`src/stt_pkg.sv`:
```
// Shared types, codes and sizes for the software timer table.
package stt_pkg;

   localparam int MAX_TIMERS = 8;
   localparam int IDX_W      = (MAX_TIMERS > 1) ? $clog2(MAX_TIMERS) : 1;
   localparam int CNT_W      = $clog2(MAX_TIMERS + 1);
   localparam int DIV_W      = 16;
   localparam int ID_W       = 8;

   localparam logic [1:0] FUNC_START  = 2'd0;
   localparam logic [1:0] FUNC_STOP   = 2'd1;
   localparam logic [1:0] FUNC_TICK   = 2'd2;
   localparam logic [1:0] FUNC_UNUSED = 2'd3;

   localparam logic [1:0] STATUS_OK        = 2'd0;
   localparam logic [1:0] STATUS_BELOW_RES = 2'd1;
   localparam logic [1:0] STATUS_FULL      = 2'd2;
   localparam logic [1:0] STATUS_NOT_FOUND = 2'd3;

   localparam logic CFG_RESOLUTION = 1'b0;
   localparam logic CFG_TICKS      = 1'b1;

   typedef struct packed {
      logic [ID_W-1:0]  consumer;
      logic [DIV_W-1:0] period;
      logic [DIV_W-1:0] remaining;
      logic             periodic;
   } entry_type;

   typedef struct packed {
      logic             en;
      logic             rem_only;
      logic [IDX_W-1:0] idx;
      entry_type        data;
   } entry_wr_type;

endpackage

```
`src/software_timer_table.sv`:
```
// Top level of the software timer table: sequencer, prescaler and result output.
// A start item runs a serial divide of its delay by the resolution and then appends
// an entry if the quotient is nonzero and the table has room. A stop item scans the table
// one entry per cycle and, on a match, moves the last entry into the freed slot.
// A hardware tick that completes a system tick walks the table one entry per cycle, with
// a pause at each one-shot removal while the last entry moves into the freed slot.
// Every item then passes its results one at a time through the output register.
// Results of a tick are buffered and sent after the walk, so running reflects the table
// after the whole item. The input is not ready while an item is being processed.
module software_timer_table
   import stt_pkg::*;
(
   input  logic        clock,
   input  logic        reset,
   input  logic        req_tvalid,
   output logic        req_tready,
   input  logic [31:0] req_tdata,   // consumer_id, delay_us, periodic
   input  logic [1:0]  req_tuser,   // func
   output logic        rsp_tvalid,
   input  logic        rsp_tready,
   output logic [15:0] rsp_tdata,   // status, fired_consumer, running
   output logic        rsp_tuser,   // fired
   output logic        rsp_tlast,
   input  logic        csr_we,
   input  logic        csr_addr,
   input  logic [15:0] csr_wdata
);

   typedef enum logic [2:0] {
      ST_IDLE,
      ST_DIVIDE,
      ST_START_END,
      ST_STOP_SCAN,
      ST_TICK_SCAN,
      ST_DROP,
      ST_EMIT
   } state_type;

   state_type         state_ff;
   logic [15:0]       resolution_ff;
   logic [7:0]        ticks_ff;
   logic [7:0]        prescale_ff;
   logic [CNT_W-1:0]  count_ff;
   logic [CNT_W-1:0]  idx_ff;
   logic [CNT_W-1:0]  fire_cnt_ff;
   logic [CNT_W-1:0]  emit_ff;
   logic [1:0]        func_ff;
   logic [ID_W-1:0]   who_ff;
   logic              per_ff;
   logic [1:0]        status_ff;
   logic [ID_W-1:0]   fire_buf_ff [MAX_TIMERS];
   logic              rsp_valid_ff;
   logic [1:0]        rsp_status_ff;
   logic              rsp_fired_ff;
   logic [ID_W-1:0]   rsp_who_ff;
   logic              rsp_running_ff;
   logic              rsp_last_ff;

   logic              accept;
   logic              div_start;
   logic              div_done;
   logic [DIV_W-1:0]  quotient;
   logic [DIV_W-1:0]  divisor;
   logic [7:0]        tick_lim;
   logic [8:0]        pc_next;
   logic [CNT_W-1:0]  tail;
   logic [IDX_W-1:0]  rd_idx;
   entry_type         rd_entry;
   entry_wr_type      wr;
   logic [DIV_W-1:0]  rem_dec;
   logic              in_range;
   logic              emit_load;
   logic              emit_last;

   assign accept     = req_tvalid && req_tready;
   assign req_tready = (state_ff == ST_IDLE);
   assign divisor    = (resolution_ff == '0) ? DIV_W'(1) : resolution_ff;
   assign tick_lim   = (ticks_ff == '0) ? 8'd1 : ticks_ff;
   assign pc_next    = {1'b0, prescale_ff} + 9'd1;
   assign div_start  = accept && (req_tuser == FUNC_START);
   assign tail       = count_ff - 1'b1;
   assign in_range   = idx_ff < count_ff;
   assign rem_dec    = (rd_entry.remaining != '0) ? rd_entry.remaining - 1'b1 : '0;
   assign emit_load  = (state_ff == ST_EMIT) && (!rsp_valid_ff || rsp_tready);
   assign emit_last  = (fire_cnt_ff == '0) || (emit_ff == fire_cnt_ff - 1'b1);

   stt_divider u_divider (
      .clock    (clock),
      .reset    (reset),
      .start    (div_start),
      .dividend (req_tdata[23:8]),
      .divisor  (divisor),
      .done     (div_done),
      .quotient (quotient)
   );

   stt_timer_store u_store (
      .clock    (clock),
      .wr       (wr),
      .rd_idx   (rd_idx),
      .rd_entry (rd_entry)
   );

   always_comb begin
      rd_idx   = (state_ff == ST_DROP) ? tail[IDX_W-1:0] : idx_ff[IDX_W-1:0];
      wr       = '0;
      wr.idx   = idx_ff[IDX_W-1:0];
      case (state_ff)
         ST_START_END: begin
            wr.en                = (quotient != '0) && (count_ff < CNT_W'(MAX_TIMERS));
            wr.idx               = count_ff[IDX_W-1:0];
            wr.data.consumer     = who_ff;
            wr.data.period       = quotient;
            wr.data.remaining    = quotient;
            wr.data.periodic     = per_ff;
         end
         ST_TICK_SCAN: begin
            wr.en             = in_range && !(rem_dec == '0 && !rd_entry.periodic);
            wr.rem_only       = 1'b1;
            wr.data.remaining = (rem_dec == '0) ? rd_entry.period : rem_dec;
         end
         ST_DROP: begin
            wr.en   = 1'b1;
            wr.data = rd_entry;
         end
         default: begin
            wr.en = 1'b0;
         end
      endcase
   end

   always_ff @(posedge clock) begin
      if (reset) begin
         state_ff      <= ST_IDLE;
         resolution_ff <= 16'd1;
         ticks_ff      <= 8'd1;
         prescale_ff   <= '0;
         count_ff      <= '0;
         fire_cnt_ff   <= '0;
         emit_ff       <= '0;
         idx_ff        <= '0;
         rsp_valid_ff  <= 1'b0;
      end else begin
         if (csr_we) begin
            if (csr_addr == CFG_RESOLUTION) begin
               resolution_ff <= csr_wdata;
            end else begin
               ticks_ff <= csr_wdata[7:0];
            end
         end
         if (emit_load) begin
            rsp_valid_ff <= 1'b1;
         end else if (rsp_tready) begin
            rsp_valid_ff <= 1'b0;
         end
         case (state_ff)
            ST_IDLE: begin
               if (accept) begin
                  func_ff     <= req_tuser;
                  who_ff      <= req_tdata[7:0];
                  per_ff      <= req_tdata[24];
                  status_ff   <= STATUS_OK;
                  fire_cnt_ff <= '0;
                  emit_ff     <= '0;
                  idx_ff      <= '0;
                  case (req_tuser)
                     FUNC_START: state_ff <= ST_DIVIDE;
                     FUNC_STOP:  state_ff <= ST_STOP_SCAN;
                     FUNC_TICK: begin
                        if (pc_next >= {1'b0, tick_lim}) begin
                           prescale_ff <= '0;
                           state_ff    <= ST_TICK_SCAN;
                        end else begin
                           prescale_ff <= pc_next[7:0];
                           state_ff    <= ST_EMIT;
                        end
                     end
                     default: state_ff <= ST_EMIT;
                  endcase
               end
            end
            ST_DIVIDE: begin
               if (div_done) begin
                  state_ff <= ST_START_END;
               end
            end
            ST_START_END: begin
               if (quotient == '0) begin
                  status_ff <= STATUS_BELOW_RES;
               end else if (count_ff >= CNT_W'(MAX_TIMERS)) begin
                  status_ff <= STATUS_FULL;
               end else begin
                  count_ff <= count_ff + 1'b1;
               end
               state_ff <= ST_EMIT;
            end
            ST_STOP_SCAN: begin
               if (!in_range) begin
                  status_ff <= STATUS_NOT_FOUND;
                  state_ff  <= ST_EMIT;
               end else if (rd_entry.consumer == who_ff) begin
                  state_ff <= ST_DROP;
               end else begin
                  idx_ff <= idx_ff + 1'b1;
               end
            end
            ST_TICK_SCAN: begin
               if (!in_range) begin
                  state_ff <= ST_EMIT;
               end else if (rem_dec == '0) begin
                  fire_buf_ff[fire_cnt_ff[IDX_W-1:0]] <= rd_entry.consumer;
                  fire_cnt_ff <= fire_cnt_ff + 1'b1;
                  if (rd_entry.periodic) begin
                     idx_ff <= idx_ff + 1'b1;
                  end else begin
                     state_ff <= ST_DROP;
                  end
               end else begin
                  idx_ff <= idx_ff + 1'b1;
               end
            end
            ST_DROP: begin
               count_ff <= tail;
               state_ff <= (func_ff == FUNC_TICK) ? ST_TICK_SCAN : ST_EMIT;
            end
            ST_EMIT: begin
               if (emit_load) begin
                  rsp_status_ff  <= status_ff;
                  rsp_fired_ff   <= (fire_cnt_ff != '0);
                  rsp_who_ff     <= (fire_cnt_ff != '0) ?
                                    fire_buf_ff[emit_ff[IDX_W-1:0]] : '0;
                  rsp_running_ff <= (count_ff != '0);
                  rsp_last_ff    <= emit_last;
                  emit_ff        <= emit_ff + 1'b1;
                  if (emit_last) begin
                     state_ff <= ST_IDLE;
                  end
               end
            end
            default: state_ff <= ST_IDLE;
         endcase
      end
   end

   assign rsp_tvalid = rsp_valid_ff;
   assign rsp_tdata  = {5'd0, rsp_running_ff, rsp_who_ff, rsp_status_ff};
   assign rsp_tuser  = rsp_fired_ff;
   assign rsp_tlast  = rsp_last_ff;

   a_count_bound: assert property (@(posedge clock) disable iff (reset)
      count_ff <= CNT_W'(MAX_TIMERS))
      else $error("Entry count exceeds the table size.");

   a_fire_bound: assert property (@(posedge clock) disable iff (reset)
      fire_cnt_ff <= count_ff + (emit_ff - emit_ff) + fire_cnt_ff - fire_cnt_ff
                     + CNT_W'(MAX_TIMERS) - count_ff)
      else $error("More expiries recorded than the table can hold.");

   a_count_step: assert property (@(posedge clock) disable iff (reset)
      !$past(reset) |-> (count_ff == $past(count_ff) ||
                         count_ff == $past(count_ff) + 1'b1 ||
                         count_ff == $past(count_ff) - 1'b1))
      else $error("Entry count moved by more than one in a cycle.");

   a_fired_ok: assert property (@(posedge clock) disable iff (reset)
      (rsp_valid_ff && rsp_fired_ff) |-> (rsp_status_ff == STATUS_OK))
      else $error("An expiry result carries a non-ok status.");

   a_drop_nonempty: assert property (@(posedge clock) disable iff (reset)
      (state_ff == ST_DROP) |-> (count_ff != '0))
      else $error("Removal attempted on an empty table.");

endmodule

```
`src/stt_divider.sv`:
```
// Serial restoring divider that produces one quotient bit per cycle.
module stt_divider
   import stt_pkg::*;
(
   input  logic             clock,
   input  logic             reset,
   input  logic             start,
   input  logic [DIV_W-1:0] dividend,
   input  logic [DIV_W-1:0] divisor,
   output logic             done,
   output logic [DIV_W-1:0] quotient
);

   localparam int STEP_W = $clog2(DIV_W);

   logic               busy_ff;
   logic               done_ff;
   logic [STEP_W-1:0]  step_ff;
   logic [DIV_W:0]     rem_ff;
   logic [DIV_W-1:0]   quo_ff;
   logic [DIV_W-1:0]   dsr_ff;
   logic [DIV_W:0]     rem_sh;
   logic [DIV_W:0]     diff;
   logic               take;

   assign rem_sh = {rem_ff[DIV_W-1:0], quo_ff[DIV_W-1]};
   assign diff   = rem_sh - {1'b0, dsr_ff};
   assign take   = rem_sh >= {1'b0, dsr_ff};

   always_ff @(posedge clock) begin
      if (reset) begin
         busy_ff <= 1'b0;
         done_ff <= 1'b0;
         step_ff <= '0;
      end else begin
         if (start) begin
            busy_ff <= 1'b1;
            done_ff <= 1'b0;
            step_ff <= STEP_W'(DIV_W - 1);
            rem_ff  <= '0;
            quo_ff  <= dividend;
            dsr_ff  <= divisor;
         end else if (busy_ff) begin
            rem_ff <= take ? diff : rem_sh;
            quo_ff <= {quo_ff[DIV_W-2:0], take};
            step_ff <= step_ff - 1'b1;
            done_ff <= (step_ff == '0);
            if (step_ff == '0) begin
               busy_ff <= 1'b0;
            end
         end else begin
            done_ff <= 1'b0;
         end
      end
   end

   assign done     = done_ff;
   assign quotient = quo_ff;

endmodule

```
`src/stt_timer_store.sv`:
```
// Timer entry storage with one write port and one read port.
module stt_timer_store
   import stt_pkg::*;
(
   input  logic             clock,
   input  entry_wr_type     wr,
   input  logic [IDX_W-1:0] rd_idx,
   output entry_type        rd_entry
);

   entry_type ents_ff [MAX_TIMERS];

   always_ff @(posedge clock) begin
      if (wr.en) begin
         if (wr.rem_only) begin
            ents_ff[wr.idx].remaining <= wr.data.remaining;
         end else begin
            ents_ff[wr.idx] <= wr.data;
         end
      end
   end

   assign rd_entry = ents_ff[rd_idx];

endmodule

```
`config.mk`:
```
export PLATFORM = sky130hd
export DESIGN_NAME = software_timer_table
export DESIGN_NICKNAME = d
export VERILOG_FILES = /design/src/stt_pkg.sv /design/src/software_timer_table.sv /design/src/stt_divider.sv /design/src/stt_timer_store.sv
export SDC_FILE = /design/constraint.sdc
export NUM_CORES = 1
export LEC_CHECK = 0
export ABC_CLOCK_PERIOD_IN_PS = 16200
export BUFFER_PORTS_ARGS = -buffer_cell sky130_fd_sc_hd__clkbuf_2
export CORE_MARGIN = 2
export CORE_UTILIZATION = 62
export CTS_CLUSTER_DIAMETER = 60
export DETAILED_ROUTE_END_ITERATION = 8
export PLACE_DENSITY = 0.8
export SYNTH_ARGS = -nofsm -noshare
export SYNTH_HDL_FRONTEND = slang
export SYNTH_SLANG_ARGS = --single-unit
```
`constraint.sdc`:
```
create_clock -name clock -period 16.2 [get_ports clock]
set_clock_uncertainty 0.05 [all_clocks]
set_input_delay 3.24 -clock clock [delete_from_list [all_inputs] [get_ports clock]]
set_output_delay 3.24 -clock clock [all_outputs]
set_load 0.1 [all_outputs]
```
### Word-level counts from Yosys, hierarchy flattened

Memories as Yosys holds them, arrays and structs flattened. A register that Yosys moved wholly into a read port is not among the register bits.
Cells that the tools add are included.

* input port bits: 56
* memories: 2
* latch bits: 0
* bits in registers: 124
* logic and storage cells: 183
* memory bits (read-only): 0
* bits in writable memories: 392
* output and inout port bits: 20

* $mul: 0
* div/mod/pow operators: 0
* mux-type cells: 67
* $lt $le $gt $ge: 5
* $add $sub $neg: 10
* equality and inequality tests: 27
* reductions and logical operators: 45
* shift-type cells: 0
* bitwise operators: 4

Memory list
* u_store.ents_ff: words 8, width 41, rd ports 1, clocked after Yosys merged registers in 0, wr ports 1, RTL line stt_timer_store.sv:11 `entry_type ents_ff [MAX_TIMERS];`
* fire_buf_ff: words 8, width 8, rd ports 1, clocked after Yosys merged registers in 1, wr ports 1, RTL line software_timer_table.sv:51 `logic [ID_W-1:0] fire_buf_ff [MAX_TIMERS];`

Operators by type and width (count)
* 2-to-1 mux 16 bit: 7
* 2-to-1 mux 4 bit: 13
* logical NOT 16 bit: 3
* case mux 16 bit (3 select lines): 1
* case mux 24 bit (2 select lines): 1
* 2-to-1 mux 3 bit: 11
* nonzero test 16 bit: 2
* case mux 4 bit (2 select lines): 3
* case mux 3 bit (7 select lines): 1
* inequality test 2 bit (second input constant): 9
* greater-or-equal comparator 17 x 16 -> 1 bit: 1
* 2-to-1 mux 1 bit: 17
* adder 4 x 1 -> 4 bit (second input constant): 4
* 2-to-1 mux 8 bit: 2
* subtractor 16 x 1 -> 16 bit (second input constant): 1
* subtractor 16 bit: 1
* inequality test 3 bit (second input constant): 5
* AND reduction 3 bit: 5
* 2-to-1 mux 2 bit: 6
* case mux 4 bit (3 select lines): 1
* subtractor 4 x 1 -> 4 bit (second input constant): 3
* nonzero test 2 bit: 5
* adder 8 x 1 -> 9 bit (second input constant): 1
* equality test 3 bit (second input constant): 3
* other kinds (32): 52

### Logic depth before layout (Yosys ltp)

An unclocked memory read counts as a cell.

* word-level depth: 13
* mapped depth: 23
* gate-level depth less buffers: 17

### Modules after synthesis

From an unflattened synthesis, not the netlist that was laid out.

* cells, all modules: 1509
* area total of the unflattened synthesis: 23472.5 um^2

By module, submodules not included
* stt_timer_store: times used 1, cells an instance 497, area an instance 12721.0 um^2, seq. area each 9849.4 um^2
* software_timer_table: times used 1, cells an instance 755, area an instance 7702.4 um^2, seq. area each 3743.6 um^2
* stt_divider: times used 1, cells an instance 257, area an instance 3049.2 um^2, seq. area each 1561.5 um^2

### Least setup slack after synthesis

No wires, ideal clock.

* path type: reg2out
* start: reg state_ff[0]
* end: out req_tready
* data arrival time: 2.706 ns
* stages on the path, launching flop included: 3
* buffers on the path: 1
* setup slack: 10.204 ns
* required time: 12.910 ns
* path through: dfxtp_1 > clkbuf_1 > nor3_1

* cells in the longest elaborated chain, start to end: 1

Ends and longest elaborated chain
* start, declared: RTL line software_timer_table.sv:39 `state_type state_ff;`
* start signal, assigned: RTL line software_timer_table.sv:224 `state_ff <= (func_ff == FUNC_TICK) ? ST_TICK_SCAN : ST_EMIT;`
* logical NOT 3 bit: RTL line software_timer_table.sv:76 `assign req_tready = (state_ff == ST_IDLE);`
* end, declared: RTL line software_timer_table.sv:16 `output logic req_tready,`

Every way passes these cells.

==> qor.yml <==
place:
  dp_cells: 2216
  hpwl_mm: 33.97
  port-buffer-count: 63
  gp_congestion: 0.9419
  place_area_um2: 24500
min_path:
  hold_path.class: "flop to flop"
sta:
  tightest_slew_ps: 1304
  setup_tns_ps: 0
  slew_viol_final: 0
  post-route-period-util_pct: 47.11
  period_needed_ps: 7631
  rsz0062_at_grt: "no"
  setup_viol: 0
  slew-limit-headroom_pct: 12.77
  fmax_mhz: 131.0
  hold_viol: 0
synthesis:
  synth_area_um2: 23690
  ys_types: 89
  ys_ff_latch: 524
  synth_cells: 1703
  ys_async_sr_fraction_pct: 0
  ys_seq_area_share_pct: 63.98
  yosysWarnings: 0
  synth_edf_count: 466
  avgSynthCellArea_um2: 13.91
  synth_ff_type: "edfxtp_1"
final_layout:
  layout_commonest_cell: "edfxtp_1"
  multiInputGateArea_um2: 7893
  diodes: 0
  final_nets: 1854
  final_cell_mix: "466 x edfxtp_1, 195 x nand2_1, 125 x nor2_1"
  area_delta_synth_final_pct: 10.62
  fillers: 2537
  fin_area_um2: 26200
  layout.cells.non_filler: 2315
  drive_gt1_share_pct: 16.96
  seq_area_um2: 15150
pwr:
  irDropWorstVdd_v: 0.0001360
  p_per_area_nw_per_um2: 161.5
  p_leak_nw: 9.144
grt:
  antenna_found_initial: 0
  grt_use_total_pct: 27.94
  grt_pass1_wl_mm: 82.77
  grt-ovfl-total: 0
  first_global_vias: 14690
  grt_max_degree: 67
clocking:
  cts.clk_slew.worst_paths_ps: 60
  cts_buffers: 53
  htree_levels: 2
  cts_resized: 0
  clk_latency_ps: 610
  cts_sinks: 524
  ctsHoldBuffers: 0
  cts_buffer_depth: 3
  ctsRootBufferMaster: "clkbuf_16"
  cts_tree: "yes"
  cts_setup_buffers: 0
drt:
  drcViolationCount: 0
  wl_per_cell_um: 23.50
  via_count: 14900
  first_pass_iters: 6
  antenna_left: 0
  viasPerCell: 6.438
  first_iter_violations: 1592
  routed_wl_mm: 54.41
critical_path:
  worstPathMaxFanout: 28
  crit_type: "flop to flop"
  crit_path_end_kind: "flop"
  worstPathArrival_ps: 7810
  required_ps: 16380
  worst_setup_path_start_kind: "flop"
job:
  drv_cap: 0
floorplanning:
  ios: 76
  design.core.area_um2: 37670
  fp.dieH_um: 199.5
  die_area_um2: 39780
  initial_core_util_pct: 62.88
  die_w_um: 199.5
  rows: 71
outcome:
  status: "finished clean"
registers in the layout, indices dropped and copies added, names as in the netlist, 2 cells and up:
| name | flops |
|---|---|
| count_ff | 4 |
| emit_ff | 4 |
| fire_buf_ff | 64 |
| fire_cnt_ff | 4 |
| func_ff | 2 |
| idx_ff | 4 |
| prescale_ff | 8 |
| resolution_ff | 16 |
| rsp_status_ff | 2 |
| rsp_who_ff | 8 |
| state_ff | 3 |
| status_ff | 2 |
| ticks_ff | 8 |
| u_divider.dsr_ff | 16 |
| u_divider.quotient | 16 |
| u_divider.rem_ff | 16 |
| u_divider.step_ff | 4 |
| u_store.ents_ff | 328 |
| who_ff | 8 |
metal layers:
metal / global-route usage, % / wire length (um)
met5: 0 / 0
met1: 35.43 / 20300
met4: 12.48 / 2514
met2: 47.35 / 27120
met3: 5.165 / 4475
area by class of cell:
cell class | instances | share of cell area, %
multi-input combinational | 1023 | 30.12
timing repair buffer | 102 | 2.321
tap | 511 | 2.440
inverter | 56 | 0.8023
sequential | 524 | 57.84
clock inverter | 24 | 0.9407
clock buffer | 75 | 5.535
through the flow:
stage          util (%)  setup slack [ps]  hold slack, ps  power (mW)
4_1_cts           69.56              8761           367.0       4.227
3_5_place_dp      65.06              8762           358.9       3.030
2_1_floorplan         -             10200           350.3       2.668
3_3_place_gp      65.06              9034           354.6       2.983
5_1_grt           69.56              8206           386.8       4.384
6_report          69.56              8569           367.2       4.232
power breakdown:
group	total [mW]	leakage [nW]	internal [mW]	switching, mW
combinational	1.27	3.57	0.420	0.848
clock	1.20	0.818	0.691	0.506
sequential	1.77	4.75	1.72	0.0473
total	4.23	9.14	2.83	1.40
worst paths after layout:
path	from	endpoint	slack, ps	cells after the start
setup / recovery	state_ff[2]$_SDFFE_PP0P_	u_store.ents_ff[1][1]$_DFFE_PP_	8570	14
hold / removal	status_ff[1]$_DFFE_PP_	rsp_status_ff[1]$_DFFE_PP_	370	0
setup reg to reg	state_ff[2]$_SDFFE_PP0P_	u_store.ents_ff[1][1]$_DFFE_PP_	8570	14
hold reg to reg	status_ff[1]$_DFFE_PP_	rsp_status_ff[1]$_DFFE_PP_	370	0
critical path: stages, from the launching register on:
cell and delay (ps):
dfxtp_1 800, and3b_1 360, mux2i_4 910, buf_4 550
mux4_2 560, mux2i_1 320, ha_1 400, inv_1 210
a211oi_1 390, o211ai_1 130, nand3_1 140, and3b_1 220
a21boi_1 270, nand2b_1 690, o311ai_1 1220
cell usage after synthesis, drive strengths merged (4+ instances only):
library cell / count / share of area (%)
o31ai: 22 / 0.85
nor3b: 5 / 0.16
a21o: 12 / 0.38
mux4: 81 / 7.7
clkbuf: 63 / 1.0
mux2: 11 / 0.54
a2111oi: 17 / 0.68
nand4b: 5 / 0.18
and2: 5 / 0.13
a21oi: 64 / 1.4
dfxtp: 58 / 4.9
xor2: 9 / 0.33
nor4: 18 / 0.48
a222oi: 4 / 0.17
nor2: 135 / 2.1
o21ai: 62 / 1.4
and3: 11 / 0.29
inv: 56 / 0.89
nand2: 195 / 3.1
edfxtp: 466 / 59
xnor2: 36 / 1.3
o211a: 7 / 0.30
buf: 41 / 1.1
a31oi: 11 / 0.29
nor4b: 7 / 0.36
or3: 7 / 0.21
mux2i: 70 / 3.0
a211oi: 16 / 0.58
nand3b: 9 / 0.29
nand2b: 15 / 0.40
o311ai: 5 / 0.18
o211ai: 11 / 0.35
a21boi: 9 / 0.29
nor3: 15 / 0.34
nor2b: 7 / 0.18
ha: 37 / 2.0
nand4: 14 / 0.42
nand3: 42 / 0.89
logic make-up after synthesis:
kind of cell / count (synthesis) / synth area share [%]
DFF: 524 / 63.98
and+or+nand+nor: 498 / 9.884
AOI/OAI and AO/OA: 275 / 8.146
muxes: 162 / 11.27
buffers and inverters: 160 / 3.001
xor gates and xnor gates: 45 / 1.664
adders and majority gates: 38 / 2.039
other: 1 / 0.01583
(Power assumes the default switching activity.)
